## config.mk

```make
export PLATFORM = sky130hd
export DESIGN_NAME = mi3_queue
export DESIGN_NICKNAME = d
export VERILOG_FILES = /design/src/rtl/mi3_pkg.sv /design/src/rtl/mi3_queue.sv
export SDC_FILE = /design/constraint.sdc
export NUM_CORES = 1
export LEC_CHECK = 0
export ABC_AREA = 1
export BUFFER_PORTS_ARGS = -buffer_cell sky130_fd_sc_hd__buf_2
export CORE_AREA = 2 2 541 543
export CTS_BUF_LIST = sky130_fd_sc_hd__clkbuf_16
export DETAILED_ROUTE_END_ITERATION = 10
export DIE_AREA = 0 0 543 545
export GPL_TIMING_DRIVEN = 0
export HOLD_SLACK_MARGIN = 0.05
export REMOVE_ABC_BUFFERS = 1
export SLEW_MARGIN = 20
export SYNTH_ARGS = -nofsm -noshare
export SYNTH_HDL_FRONTEND = slang
export SYNTH_SLANG_ARGS = --single-unit
export TNS_END_PERCENT = 30
```

## constraint.sdc

```tcl
create_clock -name clk -period 66.7 [get_ports clk]
set_input_delay 3.335 -clock clk [delete_from_list [all_inputs] [get_ports clk]]
set_output_delay 3.335 -clock clk [all_outputs]
set_load 0.01 [all_outputs]
```

## src/rtl/mi3_pkg.sv

```systemverilog
package mi3_pkg;

    // entry, cofactor and determinant widths (all exact, no rounding before the divide)
    localparam int EW     = 32;
    localparam int CW     = 65;
    localparam int DW     = 98;
    localparam int QDEPTH = 2;
    localparam int QPW    = $clog2(QDEPTH);
    localparam int QCW    = $clog2(QDEPTH + 1);
    // quotient bits kept per lane: 32 result bits plus two overflow bits
    localparam int QB     = 34;

    typedef logic signed [EW-1:0] mi3_ent_t;

    typedef struct packed {
        mi3_ent_t a_r0c0;
        mi3_ent_t a_r0c1;
        mi3_ent_t a_r0c2;
        mi3_ent_t a_r1c0;
        mi3_ent_t a_r1c1;
        mi3_ent_t a_r1c2;
        mi3_ent_t a_r2c0;
        mi3_ent_t a_r2c1;
        mi3_ent_t a_r2c2;
    } mi3_in_t;

    typedef struct packed {
        mi3_ent_t inv_r0c0;
        mi3_ent_t inv_r0c1;
        mi3_ent_t inv_r0c2;
        mi3_ent_t inv_r1c0;
        mi3_ent_t inv_r1c1;
        mi3_ent_t inv_r1c2;
        mi3_ent_t inv_r2c0;
        mi3_ent_t inv_r2c1;
        mi3_ent_t inv_r2c2;
        logic     singular;
        logic     saturated;
    } mi3_out_t;

    // one job between front and back: signed cofactors (index row*3+col) and determinant
    typedef struct packed {
        logic [8:0][CW-1:0] cof;
        logic [DW-1:0]      det;
    } mi3_job_t;

    typedef struct packed {
        logic full;
        logic nonempty;
    } mi3_qstat_t;

endpackage

```

## src/rtl/mi3_queue.sv

```systemverilog
module mi3_queue (
    input  logic                clk,
    input  logic                rst_n,
    input  logic                push,
    input  mi3_pkg::mi3_job_t   wr_job,
    input  logic                pop,
    output mi3_pkg::mi3_job_t   rd_job,
    output mi3_pkg::mi3_qstat_t qstat
);

    mi3_pkg::mi3_job_t           mem [mi3_pkg::QDEPTH];
    logic [mi3_pkg::QPW-1:0]     wr_ptr_reg;
    logic [mi3_pkg::QPW-1:0]     rd_ptr_reg;
    logic [mi3_pkg::QCW-1:0]     count_reg;
    logic [mi3_pkg::QCW-1:0]     count_next;

    assign qstat.full     = (count_reg == mi3_pkg::QCW'(mi3_pkg::QDEPTH));
    assign qstat.nonempty = (count_reg != '0);
    assign rd_job         = mem[rd_ptr_reg];

    always_comb
    begin
        count_next = count_reg;
        if (push && !pop)
        begin
            count_next = count_reg + 1'b1;
        end
        else if (pop && !push)
        begin
            count_next = count_reg - 1'b1;
        end
    end

    always_ff @(posedge clk or negedge rst_n)
    begin
        if (!rst_n)
        begin
            wr_ptr_reg <= '0;
            rd_ptr_reg <= '0;
            count_reg  <= '0;
        end
        else
        begin
            count_reg <= count_next;
            if (push)
            begin
                wr_ptr_reg <= wr_ptr_reg + 1'b1;
            end
            if (pop)
            begin
                rd_ptr_reg <= rd_ptr_reg + 1'b1;
            end
        end
    end

    always_ff @(posedge clk)
    begin
        if (push)
        begin
            mem[wr_ptr_reg] <= wr_job;
        end
    end

endmodule

```

Word level (Yosys, flattened, before mapping)
Memories as Yosys holds them, arrays and structs flattened.
Index checks and enable logic that the tools add are counted.
- flip-flop bits (word level): 4
- RAM bits: 1366
- input bits: 687
- output and inout bits: 685
- memories kept: 1
- memory list (memory ; words ; width ; rd ports ; clocked after memory_dff ; write ports ; line ; source):
    mem ; 2 ; 683 ; 1 ; 0 ; 1 ; mi3_queue.sv:11 ; mi3_pkg::mi3_job_t mem [mi3_pkg::QDEPTH];
- $add $sub $neg: 4
- equality and inequality tests: 1
- muxes and demuxes: 4
- reductions and logical operators: 6
- operator list (kind ; number):
    two-way mux 2 bit ; 2
    nonzero test 2 bit ; 2
    adder 1 bit (second input constant) ; 2
    adder 2 x 1 -> 2 bit (second input constant) ; 1
    == test 2 bit (second input constant) ; 1
    logical AND 1 bit ; 2
    logical NOT 1 bit ; 2
    two-way mux 1 bit ; 2
    subtractor 2 x 1 -> 2 bit (second input constant) ; 1

Depth between registers and ports, before layout
Gate-level depths: netlist (run 1).
- word-level depth: 4
- gate-level depth with buffers: 7
- depth with buffers taken out: 7

Worst setup path before layout (run 1)
OpenSTA, ideal clock, no wires.
- path type: input -> register
- start: input push
- end: memory mem[0][0] (netlist name) (enable)
- setup time: 1.768 ns
- data arrival time: 31.882 ns
- required time: 64.932 ns
- path slack: 33.051 ns
- stages on the path: 2
- buffers on the path: 0
- cell sequence: inv_1 -> nor2_1
- longest elaborated chain between the ends: 2
- RTL lines (what ; line ; source):
    start, declared ; mi3_queue.sv:4 ; input logic push,
    two-way mux 1 bit ; mi3_queue.sv:58 ; if (push)
    two-way mux 1 bit (not written as such) ; mi3_queue.sv:60 ; mem[wr_ptr_reg] <= wr_job;
    end, declared ; mi3_queue.sv:11 ;
No other way between the ends.

==> flow_summary.toml, run 1 <==
[power_and_ir_drop]
switching_share = 0.319
p_per_area_nw_per_um2 = 44.1
cellLeakagePower_uw = 0.0244
p_switching_uw = 951
p_seq_frac = 0.392
clock_power_share = 0.299
intPower_uw = 2030
p_comb_frac = 0.309
ir_drop_uv = 36.1

[critical_path]
cp-end-kind = "primary output"
critical_path_arrival_ns = 3.32
slowest_delay_ns = 0.60
cp_max_fo = 54
crit_path_start_kind = "register"
crit_type = "register to primary output"
slowest_stage = "dfrtp_4"
required_ns = 63.36
crit_chain = "buf_16 > buf_12 > buf_12 > buf_16 > mux2_2 > buf_2"

[clock_network]
insertion_delay_ns = 0.84
post_cts_resize_count = 0
cts_setup_buffers = 0
cts.clk_slew.worst_paths_ns = 0.06
cts_root_buf = "clkbuf_16"
tritoncts = "yes"
cts_hold_buf = 0
cts_made_buffers = 167
clk_path_buf_depth = 4
clock_sinks = 1370
cts_htree_levels = 4

[logic_synthesis]
ys_seq_area_frac = 0.825
ys_warn_count = 0
synth.avg_cell_area_sq_um = 23.2
syn_inst = 2150
synth_seq_cells = 1370
synthesis.area_sq_um = 49800
synthDistinctLibCells = 14

[flow_run]
maxCapViolations = 0

[route]
drc = 0
dr_total_vias = 27600
wl_per_cell_microns = 24.9
wirelength_mm = 193
detail_route.first_pass.iterations = 5
via_per_inst = 3.56
ant_nets = 0
detail_route.iter0.violations = 1676

[placed_design]
dpl.cell_count = 7406
io_buffers = 1371
gp_congestion = 0.858
hpwl_mm = 154

[cells_and_area]
fillCellCount = 30000
multiInputGateArea_sq_um = 7780
ff_latch_area_sq_um = 41100
utilization = 0.233
stdcell_count = 7752
final_layout_size_suffix_gt1_frac = 0.619
num-nets-final = 4363
largest_reg_flops = 1366
area_growth_pct = 35.7

[sta]
max_freq_ghz = 0.150
period_minus_slack_ns = 6.65
rsz0062_at_grt = "no"
finalSetupViolCount = 0
fin_skew_ns = 0.0268
drv_slew = 0
slew_headroom = 0.532
finalHoldViolCount = 0
fin_crit_sh = 0.0998
worstMarginPinSlew_ns = 0.702
final.setup.tns_ns = 0
hold_ws_ns = 0.516

[floorplan]
die-width_microns = 543
ios = 1372
fp.dieArea_sq_um = 296000
die_h_microns = 545
start_util = 0.172
core_region_area_sq_um = 290000
rows = 198

[global_routing]
grt_start_max_net_pins = 94
antenna_found_initial = 225
track_usage = 0.124
grt_first_pass_wirelength_mm = 245
grt-ovfl-total = 0
grt_pass1_vias = 27500

[run_status]
outcome = "finished clean"

[worst_hold_path]
hold_path.class = "register to register"
logic make-up after synthesis:
group | Yosys count | share of synthesized area
adders and majority gates | 1 | 0.000251
muxes | 683 | 0.154
and+or+nand+nor | 10 | 0.000829
DFF | 1370 | 0.825
xor gates and xnor gates | 3 | 0.000527
buffers and inverters | 83 | 0.0190
layout by cell type, fill, tap and decap left out, types with 3 or more instances in the layout:
cell,n
nand2_1,6
buf_2,1371
inv_1,39
edfxtp_1,1366
clkbuf_16,168
clkinvlp_4,10
diode_2,52
mux2_2,683
clkinv_2,21
buf_16,37
bufinv_16,15
buf_12,24
inv_6,9
dfrtp_1,3
clkinv_4,3
clkinv_1,27
clkinv_16,3
critical path: cells and delay by family, from the launching register on:
kind	cells	cell delay, ns
multiplexers	1	0.47
buffers and inverters	5	1.24
flip-flops	1	0.60
cells in the mapped netlist:
library cell / number / share of area
nand3_1: 1 / 0.00010
inv_1: 7 / 0.00053
mux2_2: 683 / 0.15
buf_2: 2 / 0.00020
xnor2_1: 1 / 0.00018
nand2_1: 6 / 0.00045
dfrtp_1: 4 / 0.0020
ha_1: 1 / 0.00025
clkbuf_8: 30 / 0.0083
nand4_1: 1 / 0.00013
nor2_1: 2 / 0.00015
edfxtp_1: 1366 / 0.82
xor2_1: 2 / 0.00035
buf_6: 44 / 0.0099
through the flow:
| step | total power (uW) | cell area [sq um] | setup WS (ns) |
|---|---|---|---|
| after CTS | 3050 | 67500 | 59.85 |
| after global routing | 3130 | 67500 | 59.83 |
| after detailed placement | 2140 | 62200 | 60.69 |
| after global placement | 2800 | 60700 | 11.35 |
| final | 2990 | 67600 | 60.05 |
| after floorplan | 1990 | 48900 | 33.05 |
per-layer routing:
layer / global-route usage / up-vias / share of wire
li1: - / 11800 / -
met1: 0.129 / 13700 / 0.34
met2: 0.190 / 1549 / 0.44
met3: 0.0951 / 472 / 0.18
met4: 0.0380 / 108 / 0.033
met5: 0 / - / 0.0036
area by class of cell:
cell class,instances,share of cell area
clock buffers,168,0.0621
multi-input cells,697,0.115
repair buffers,1432,0.124
diodes,52,0.00192
well taps,3900,0.0721
clock inverters,126,0.0168
flip-flops and latches,1370,0.608
inverters,7,0.000499
path summary, 6_finish.rpt:
| path | from | endpoint | slack (ns) | depth (start not counted) |
|---|---|---|---|---|
| worst max-delay path | rd_ptr_reg | rd_job[393] | 60.05 | 6 |
| worst min-delay path | count_reg[1] | count_reg[1] | 0.52 | 2 |
| worst max register to register | wr_ptr_reg | mem[1][584] | 63.85 | 6 |
| max in group asynchronous | rst_n | rd_ptr_reg | 64.25 | 1 |
| min in group asynchronous | rst_n | rd_ptr_reg | 2.31 | 1 |
| worst min register to register | count_reg[1] | count_reg[1] | 0.52 | 2 |
power groups by stage:
stage | combinational, uW | clock, uW | sequential (uW)
finish | 923 | 891 | 1170
global placement | 1210 | 0 | 1590
floorplan | 583 | 0 | 1410
global route | 987 | 955 | 1190
detailed placement | 951 | 0 | 1190
CTS | 956 | 925 | 1170
Power figures use the tool's default switching activity.
==> run 2, diff against run 1 <==
--- a/config.mk
+++ b/config.mk
@@ -5,7 +5,7 @@
 export SDC_FILE = /design/constraint.sdc
 export NUM_CORES = 1
 export LEC_CHECK = 0
-export ABC_AREA = 1
+export ABC_AREA = 0
 export BUFFER_PORTS_ARGS = -buffer_cell sky130_fd_sc_hd__buf_2
 export CORE_AREA = 2 2 541 543
 export CTS_BUF_LIST = sky130_fd_sc_hd__clkbuf_16
==> constraint.sdc (replaced) <==
create_clock -name clk -period 5.4 [get_ports clk]
set_input_delay 0.27 -clock clk [delete_from_list [all_inputs] [get_ports clk]]
set_output_delay 0.27 -clock clk [all_outputs]
set_load 0.01 [all_outputs]
==> flow_summary.toml, run 2 <==
[run_status]
outcome = "finished clean"

[flow_run]
maxCapViolations = 0

[logic_synthesis]
synth_compound_area_frac = 0
ys_seq_area_frac = 0.825
synth_top_family_by_area = "multiplexers"
synthMuxAreaShare = 0.154
yosys.area_share.adder = 0.000251
ys_warn_count = 0
synth_seq_cells = 1370
synthTopCellsByCount = "1366 x edfxtp_1, 683 x mux2_2, 44 x buf_6"
synth_top_area_cell = "edfxtp_1"
synth.avg_cell_area_sq_um = 23.3
yosys.cell_count.top_type = "edfxtp_1"
synthArstFlopShare = 0.00292
synthSimpleGateAreaFrac = 0.000578
synth_top_area_share = 0.823
synthDistinctLibCells = 14
synth-edff-count = 1366
synth-xor-area-share = 0.000879
synthesis.area_sq_um = 49800
ys_top_cells_by_area = "edfxtp_1 82%, mux2_2 15%, buf_6 0.99%"
synthFlopType = "edfxtp_1"
syn_inst = 2141

[sta]
max_freq_ghz = 0.246
fin_crit_sh = 0.751
period_minus_slack_ns = 4.06
drv_slew = 0
finalSetupViolCount = 0
finalHoldViolCount = 0
rsz0062_at_grt = "no"
worstMarginPinSlew_ns = 0.572
slew_headroom = 0.618
fin_skew_ns = 0.0256
final.setup.tns_ns = 0
hold_ws_ns = 0.171

[critical_path]
cp_max_fo = 57
crit_type = "register to primary output"
slowest_stage = "dfrtp_4"
slowest_delay_ns = 0.50
crit_family = "buffers and inverters"
crit_top_cell = "buf_16"
cp-end-kind = "primary output"
critical_path_arrival_ns = 3.79
required_ns = 5.13
crit_chain = "buf_16 > buf_16 > buf_16 > buf_16 > buf_16 > mux2_2 > buf_2"
crit_path_start_kind = "register"
critical_path_buf_inv_count = 6

[route]
wirelength_met1_mm = 79.1
wirelength_mm = 206
detail_route.iter0.violations = 1905
route.met3.wl_mm = 26.2
detail_route.first_pass.iterations = 5
drc = 0
via_per_inst = 3.59
dr_total_vias = 30400
wl_per_cell_microns = 24.2
dr_wl_met2_mm = 89.6
ant_nets = 0
dr.max_layer_used = "met5"

[power_and_ir_drop]
p_per_area_nw_per_um2 = 506
cellLeakagePower_uw = 0.0273
ir_drop_uv = 373

[cells_and_area]
largest_reg_flops = 1366
ff_latch_area_sq_um = 41100
layout_common_cells = "1371 x buf_2, 1366 x edfxtp_1, 687 x dlygate4sd3_1"
multiInputGateArea_sq_um = 7790
final_common_cell = "buf_2"
fillCellCount = 29400
utilization = 0.258
num-nets-final = 5041
area_growth_pct = 50.2
final_layout_size_suffix_gt1_frac = 0.529

[floorplan]
start_util = 0.172
core_region_area_sq_um = 290000
rows = 198
die_h_microns = 545
die-width_microns = 543
fp.dieArea_sq_um = 296000
ios = 1372

[placed_design]
gp_congestion = 0.850
io_buffers = 1371
hpwl_mm = 163

[clock_network]
tritoncts = "yes"
cts_root_buf = "clkbuf_16"
cts_htree_levels = 4
cts_made_buffers = 165
insertion_delay_ns = 0.82
cts.clk_slew.worst_paths_ns = 0.06
cts_setup_buffers = 0
clk_path_buf_depth = 4
clock_sinks = 1370
cts_hold_buf = 687
post_cts_resize_count = 0

[global_routing]
grt_first_pass_wirelength_mm = 266
grt-ovfl-total = 0
grt_start_max_net_pins = 58
grt_pass1_vias = 31500
antenna_found_initial = 250
track_usage = 0.132

[worst_hold_path]
hold_path.class = "input pin to register"
## run 2: cell types whose count changed after synthesis
cell     delta
inv_1       -6
or2_2       +1
nand4_1     -1
and2_1      +1
nor2_1      -1
xor2_1      +2
nand2_1     -6
nand3_1     -1
nor2b_1     +2
## run 2: cell families (layout without fill, tap and decap cells)
family	Yosys count	after routing
flops	1370	1370
xor+xnor	5	5
fa+ha+maj	1	1
other cells	0	107
buf+inv	77	2417
simple gates	5	5
mux	683	683
## run 2: area by class of cell
cell class / count / area share
clock inverter: 130 / 0.0181
clock buffer: 165 / 0.0552
timing repair buffer: 2121 / 0.204
tap: 3900 / 0.0652
antenna: 107 / 0.00358
sequential: 1370 / 0.550
multi-input combinational: 694 / 0.104
inverter: 1 / 0.0000502
## run 2: power breakdown
part           leakage, uW  switching [uW]  internal (uW)
Sequential          0.0129             401          14100
Combinational       0.0117            7110           4990
Clock              0.00274            4700           6600
Total               0.0273           12200          25700
## run 2: worst reg2reg max path, delay by kind of cell, from the launching register on
family                 cells  cell delay (ns)
buffers and inverters      8             1.89
AND/OR/NAND/NOR            1             0.50
flip-flops                 1             0.43
## run 2: worst paths after layout
check | depth (start not counted) | slack (ns) | endpoint | from
setup / recovery | 7 | 1.34 | rd_job[237] | rd_ptr_reg
hold / removal | 2 | 0.17 | mem[0][597] | wr_job[597]
setup reg to reg | 9 | 2.24 | mem[0][328] | wr_ptr_reg
hold reg to reg | 1 | 0.47 | count_reg[1] | count_reg[1]
max in group asynchronous | 3 | 4.84 | rd_ptr_reg | rst_n
min in group asynchronous | 3 | 0.36 | count_reg[1] | rst_n
## run 2: per-layer routing
metal,vias up,global-route usage
li1,13200,-
met1,15000,0.153
met2,1597,0.204
met3,537,0.0695
met4,130,0.0551
met5,-,0
## run 2: metrics by stage
stage	setup slack [ns]	power, uW	cell area [sq um]	std cells
6_report	1.34	37900	74800	8488
5_1_grt	1.20	39600	74700	8425
4_1_cts	1.30	38600	74500	8381
3_5_place_dp	2.22	26500	62200	7399
3_3_place_gp	-47.74	18300	60600	7336
2_1_floorplan	-26.87	17800	48900	2065
